--- src/mersenne_twister_64_generator_assert.svh ---
// Assertion helpers, clocked on clk and disabled in reset.
`ifndef MERSENNE_TWISTER_64_GENERATOR_ASSERT_SVH
`define MERSENNE_TWISTER_64_GENERATOR_ASSERT_SVH

// prop must hold in every cycle in which cond holds
`define MT64_ASSERT_IMPLY(label, cond, prop, msg) \
  label: assert property (@(posedge clk) disable iff (rst) (cond) |-> (prop)) \
    else $error(msg);

// cond must never hold
`define MT64_ASSERT_NEVER(label, cond, msg) \
  label: assert property (@(posedge clk) disable iff (rst) !(cond)) \
    else $error(msg);

`endif

--- src/mt64_pkg.sv ---
package mt64_pkg;

  localparam int N_WORDS         = 312;
  localparam int SHIFT_WORDS     = 156;
  localparam int ADDR_W          = $clog2(N_WORDS);
  localparam int WORD_W          = 64;
  localparam int QUEUE_DEPTH_DEF = 4;

  localparam logic [WORD_W-1:0] MATRIX_A   = 64'hB502_6F5A_A966_19E9;
  localparam logic [WORD_W-1:0] UPPER_MASK = 64'hFFFF_FFFF_8000_0000;
  localparam logic [WORD_W-1:0] LOWER_MASK = 64'h0000_0000_7FFF_FFFF;
  localparam logic [WORD_W-1:0] TEMPER_D   = 64'h5555_5555_5555_5555;
  localparam logic [WORD_W-1:0] TEMPER_B   = 64'h71D6_7FFF_EDA6_0000;
  localparam logic [WORD_W-1:0] TEMPER_C   = 64'hFFF7_EEE0_0000_0000;

  typedef enum logic {
    REQ_LOAD = 1'b0,
    REQ_NEXT = 1'b1
  } req_kind_t;

  typedef enum logic [1:0] {
    OP_LOAD  = 2'd0,
    OP_PRIME = 2'd1,
    OP_TWIST = 2'd2
  } op_t;

  typedef struct packed {
    req_kind_t           kind;
    logic                index_ok;
    logic [ADDR_W-1:0]   index;
    logic [WORD_W-1:0]   value;
  } item_t;

  function automatic logic [WORD_W-1:0] twist(input logic [WORD_W-1:0] cur,
                                               input logic [WORD_W-1:0] nbr,
                                               input logic [WORD_W-1:0] far);
    logic [WORD_W-1:0] y;
    y = (cur & UPPER_MASK) | (nbr & LOWER_MASK);
    return far ^ (y >> 1) ^ (y[0] ? MATRIX_A : '0);
  endfunction

  function automatic logic [WORD_W-1:0] temper(input logic [WORD_W-1:0] x);
    logic [WORD_W-1:0] y;
    y = x;
    y = y ^ ((y >> 29) & TEMPER_D);
    y = y ^ ((y << 17) & TEMPER_B);
    y = y ^ ((y << 37) & TEMPER_C);
    y = y ^ (y >> 43);
    return y;
  endfunction

endpackage

--- src/mt64_front.sv ---
module mt64_front #(
  parameter int QUEUE_DEPTH = mt64_pkg::QUEUE_DEPTH_DEF
) (
  input  logic                        clk,
  input  logic                        rst,
  input  logic                        in_valid,
  output logic                        in_ready,
  input  logic                        req_type,
  input  logic [mt64_pkg::ADDR_W-1:0] word_index,
  input  logic [mt64_pkg::WORD_W-1:0] word_value,
  output logic                        head_valid,
  output mt64_pkg::item_t             head,
  input  logic                        head_ready
);

  import mt64_pkg::*;

  localparam int PtrW = (QUEUE_DEPTH > 1) ? $clog2(QUEUE_DEPTH) : 1;
  localparam int CntW = $clog2(QUEUE_DEPTH + 1);

  item_t            q [QUEUE_DEPTH];
  logic [PtrW-1:0]  wr_ptr;
  logic [PtrW-1:0]  rd_ptr;
  logic [CntW-1:0]  count;
  logic             push;
  logic             pop;
  item_t            in_item;

  always_comb begin
    in_item.kind     = req_kind_t'(req_type);
    in_item.index_ok = (word_index < ADDR_W'(N_WORDS));
    in_item.index    = word_index;
    in_item.value    = word_value;
  end

  assign in_ready   = (count != CntW'(QUEUE_DEPTH));
  assign head_valid = (count != '0);
  assign head       = q[rd_ptr];
  assign push       = in_valid && in_ready;
  assign pop        = head_valid && head_ready;

  always_ff @(posedge clk) begin
    if (push) begin
      q[wr_ptr] <= in_item;
    end
  end

  always_ff @(posedge clk) begin
    if (rst) begin
      wr_ptr <= '0;
      rd_ptr <= '0;
      count  <= '0;
    end else begin
      if (push) begin
        wr_ptr <= (wr_ptr == PtrW'(QUEUE_DEPTH - 1)) ? '0 : wr_ptr + 1'b1;
      end
      if (pop) begin
        rd_ptr <= (rd_ptr == PtrW'(QUEUE_DEPTH - 1)) ? '0 : rd_ptr + 1'b1;
      end
      case ({push, pop})
        2'b10:   count <= count + 1'b1;
        2'b01:   count <= count - 1'b1;
        default: count <= count;
      endcase
    end
  end

endmodule

--- config.mk ---
export PLATFORM = sky130hd
export DESIGN_NAME = mt64_front
export DESIGN_NICKNAME = d
export VERILOG_FILES = /design/src/mersenne_twister_64_generator_assert.svh /design/src/mt64_pkg.sv /design/src/mt64_front.sv
export SDC_FILE = /design/constraint.sdc
export NUM_CORES = 1
export LEC_CHECK = 0
export BUFFER_PORTS_ARGS = -buffer_cell sky130_fd_sc_hd__buf_4
export CORE_ASPECT_RATIO = 2
export CORE_MARGIN = 2
export CORE_UTILIZATION = 60
export CTS_BUF_LIST = sky130_fd_sc_hd__clkbuf_2
export DETAILED_ROUTE_END_ITERATION = 6
export PLACE_DENSITY = 0.83
export SLEW_MARGIN = 20
export SYNTH_ARGS = -nofsm -noshare
export SYNTH_HDL_FRONTEND = slang
export SYNTH_SLANG_ARGS = --single-unit
export TNS_END_PERCENT = 100
--- constraint.sdc ---
create_clock -name clk -period 6.89 [get_ports clk]
set_input_delay 1.7225 -clock clk [delete_from_list [all_inputs] [get_ports clk]]
set_output_delay 1.7225 -clock clk [all_outputs]
set_load 0.005 [all_outputs]
* After elaboration in Yosys (flattened, before gate mapping)
Memory sizes are Yosys's and may differ from the RTL's. A register that Yosys moved wholly into a read port is not among the register bits.
Index checks and enable logic that the tools add are counted.
** Operators by class
- Eq/ne operators :: 5
- Mux-type cells :: 7
- Add/sub/neg operators :: 4
- Reductions and logical operators :: 4
- Order comparisons :: 1
** Operator list (count)
- 9-bit < comparator (second input constant) :: 1
- 2-bit 2-to-1 mux :: 4
- 2-bit == test (second input constant) :: 3
- 3-bit one-hot mux with 2 select lines :: 1
- 2-bit by 1-bit adder with 2-bit output (second input constant) :: 2
- 3-bit by 1-bit adder with 3-bit output (second input constant) :: 1
- 3-bit != test (second input constant) :: 1
- 3-bit nonzero test :: 1
- 3-bit by 1-bit subtractor with 3-bit output (second input constant) :: 1
- 2-bit by 1-bit == test with 1-bit output (second input constant) :: 1
- 1-bit logical AND :: 2
- 1-bit 2-to-1 mux :: 2
- 2-bit nonzero test :: 1
** Word-level totals
- Word-level logic and storage cells :: 25
- Memory bits (writable) :: 300
- Input port bits :: 78
- Bits in registers :: 7
- Memories kept :: 1
** Memories
- q :: depth 4, width 75, read ports 1, clocked after memory_dff 1, wr ports 1, line mt64_front.sv:21 : item_t q [QUEUE_DEPTH];

* Longest topological paths before layout
- Depth after elaboration :: 4
- Depth in mapped cells :: 9
- Mapped depth without buffers :: 8

* Worst setup path after synthesis
Ideal clock, no wire load.
- Path type :: input port to flip-flop
- Start :: input port in_valid
- End :: memory q[0][0] (netlist bit), enable pin
- Setup slack :: 2934 ps
- Buffers on the path :: 0
- Stages on the path :: 1
- Arrival :: 3514 ps
- Data required time :: 6448 ps
- Cell sequence :: and3_1
** Between the ends
- Cells in the longest elaborated chain, start to end :: 3
** Ends and longest elaborated chain
- start: declaration :: line mt64_front.sv:6 : input logic in_valid,
- 1-bit logical AND :: line mt64_front.sv:39 : assign push = in_valid && in_ready;
- 1-bit 2-to-1 mux :: line mt64_front.sv:43 : if (push) begin
- 1-bit 2-to-1 mux (implied by the code) :: line mt64_front.sv:44 : q[wr_ptr] <= in_item;
- end: declaration :: line mt64_front.sv:21
No other way between the ends.

==> impl_metrics.csv <==
group,metric,value,unit
yosys,synth.ff_latch_count,309,
timing,slew_violations,0,
critical_path,cp_max_fo,31,
timing,period_needed,4.66,ns
route,viasPerCell,5.71,
clocking,clk_pin_slew,0.12,ns
critical_path,cp-end-kind,"output pin",
outcome,status,"completed",
grt,grt_max_degree,76,
worst_hold_path,hold_depth,2,
job,maxCapViolations,0,
critical_path,r2r_end,"count[2]$_SDFFE_PP0P_",
timing,fmax,215,MHz
route,wl,20500,um
yosys,yosysSeqAreaShare,0.813,
power,p_leak,0.00459,uW
clocking,clock_latency,0.83,ns
route,vias,5262,
grt,grt_pass1_vias,5769,
yosys,synth.distinct_cells,25,
clocking,numCtsBuffers,60,
timing,worst_pin_slew,0.723,ns
route,drtIter0Drc,217,
timing,clock_skew,0.0410,ns
die,dieArea,20000,um^2
critical_path,crit_path_start_kind,"flip-flop",
timing,holdWs,0.498,ns
timing,rsz0062_at_grt,"false",
timing,setup_violations,0,
worst_hold_path,min_path_type,"reg2reg",
power,p_total,4290,uW
yosys,synthCells,445,
clocking,cts_tree,"yes",
grt,antenna_found_initial,1,
route,drc,0,
die,core_area,18700,um^2
grt,grt_overflow,0,
layout,area_growth,17.8,%
timing,hold_violations,0,
yosys,synth-edff-count,300,
critical_path,reg2reg_from,"count[0]$_SDFFE_PP0P_",
timing,final.setup.tns,0,ns
power,power_density,322,nW/um^2
clocking,clockRootBuffer,"clkbuf_2",
grt,grtUsageTotal,0.210,
die,start_util,0.606,
layout,seq_area,9200,um^2
yosys,synth-main-ff-cell,"edfxtp_1",
layout,fill_cells,1105,
die,pin_count,155,
critical_path,worstRegToRegCells,8,
clocking,cts.repair.resized,0,
critical_path,crit_type,"reg2out",
placement,place_inst,804,
placement,port_buffers,154,
critical_path,worstPathArrival,2.93,ns
clocking,hold_buffers,0,
clocking,cts_sinks,309,
placement,dp_hpwl,12200,um
timing,fin_crit_sh,0.676,
die,std_cell_rows,71,
worst_hold_path,hp-start,"rd_ptr[0]$_SDFFE_PP0P_",
yosys,ys.warnings.count,0,
clocking,cts-htree-levels,2,
clocking,postCtsSetupRepairBufs,0,
die,die_h,198,um
critical_path,ff2ff_setup_slack,4.43,ns
yosys,syn_area_per_cell,25.4,um^2
layout,drive_gt1_frac,0.479,
yosys,synth_nets,530,
yosys,synthArstFlopShare,0,
placement,postPlaceCellArea,12700,um^2
layout,fin_area,13300,um^2
layout,multi_input_area,1990,um^2
power,peakVddDrop,182,uV
route,first_pass_iters,4,
critical_path,critical_path_required,5.17,ns
placement,gp_congestion,0.699,
clocking,clockBufferDepth,3,
route,wl_per_cell,22.3,um
route,drtAntennaViolNets,0,
grt,grt_pass1_wl,31100,um
timing,slew_headroom,0.518,
die,die_w,101,um
yosys,syn_area,11300,um^2
layout,fin_nets,735,
layout,fin_cells,921,
[worst max-delay path, stage by stage (launching register included)]
cell and delay, ns:
dfxtp_4 0.69, buf_4 0.61, mux4_2 0.62, buf_4 0.16
[sequential cells by signal (all words and copies together) (netlist names), named ones only]
name	count
count	3
wr_ptr	2
rd_ptr	2
q	300
[layer usage]
metal,up-vias,track usage,routed length [um]
met3,35,0.0448,971
met4,0,0.0911,521
met2,165,0.366,11700
met5,-,0,0
met1,2707,0.248,7310
li1,2355,-,-
[worst max path at each step]
stage                     startpoint           endpoint  slack [ns]  cells past startpoint
after global routing       flip-flop           head[53]        1.92                      3
final                      flip-flop           head[53]        2.23                      3
after global placement     flip-flop           head[13]        3.04                      3
after detailed placement   flip-flop           head[53]        3.00                      3
after floorplan             in_valid  q[0][0]$_DFFE_PP_        2.93                      1
after CTS                  flip-flop           head[53]        2.02                      3
[layout make-up]
cell class	instances	area share
clock buffer	88	0.0331
clock inverter	25	0.00733
antenna	1	0.000188
timing repair buffer	161	0.0971
inverter	6	0.00169
tap	219	0.0206
sequential	309	0.690
multi-input combinational	112	0.150
[cells in the final DEF (no fill, tap or decap)]
| cell | n |
|---|---|
| clkinv_2 | 3 |
| xor2_1 | 2 |
| o21ai_2 | 1 |
| a311o_1 | 1 |
| edfxtp_1 | 300 |
| dfxtp_1 | 7 |
| mux4_2 | 75 |
| ha_1 | 6 |
| clkinv_1 | 20 |
| fa_1 | 1 |
| o21ai_0 | 1 |
| nand2_1 | 3 |
| or3b_1 | 1 |
| inv_2 | 2 |
| inv_1 | 6 |
| buf_16 | 3 |
| buf_4 | 156 |
| clkbuf_2 | 88 |
| nand2b_1 | 2 |
| a21oi_1 | 3 |
| mux2i_1 | 2 |
| buf_12 | 2 |
| a211o_1 | 1 |
| dfxtp_4 | 2 |
| diode_2 | 1 |
| nor2_1 | 4 |
| o31ai_1 | 1 |
| or3_1 | 4 |
| and3_4 | 4 |
[cells by family after synthesis]
family / count (synthesis) / synth area share
DFF: 309 / 0.813
muxes: 77 / 0.151
buffers and inverters: 24 / 0.0126
and+or+nand+nor: 18 / 0.00863
AOI/OAI and AO/OA: 8 / 0.00487
adders and majority gates: 7 / 0.00841
xor gates and xnor gates: 2 / 0.00155
[power breakdown]
| group | switching (uW) | internal [uW] | total, uW | leakage [uW] |
|---|---|---|---|---|
| sequential | 85.5 | 2260 | 2340 | 0.00283 |
| clock | 626 | 346 | 972 | 0.000417 |
| combinational | 420 | 556 | 976 | 0.00135 |
| total | 1130 | 3160 | 4290 | 0.00459 |
[Yosys cell counts, types with 2 or more instances]
library cell  count  share of area
mux2i_1           2         0.0018
buf_2             9         0.0040
nor2_1            4         0.0013
nand2b_1          2         0.0011
dfxtp_1           9          0.016
and3_1            4         0.0022
nand2_1           3         0.0010
a21oi_1           3         0.0013
mux4_2           75           0.15
clkbuf_1          2        0.00066
inv_1             6         0.0020
xor2_1            2         0.0015
or3_1             4         0.0022
edfxtp_1        300           0.80
buf_6             5         0.0050
ha_1              6         0.0066
[per-stage QoR]
| stage | setup WS, ns | util |
|---|---|---|
| CTS | 2.02 | 0.710 |
| finish | 2.23 | 0.714 |
| floorplan | 2.93 | - |
| detailed placement | 3.00 | 0.681 |
| global route | 1.92 | 0.714 |
| global placement | 3.04 | 0.679 |
No activity file was read; power rests on OpenSTA's default activity.
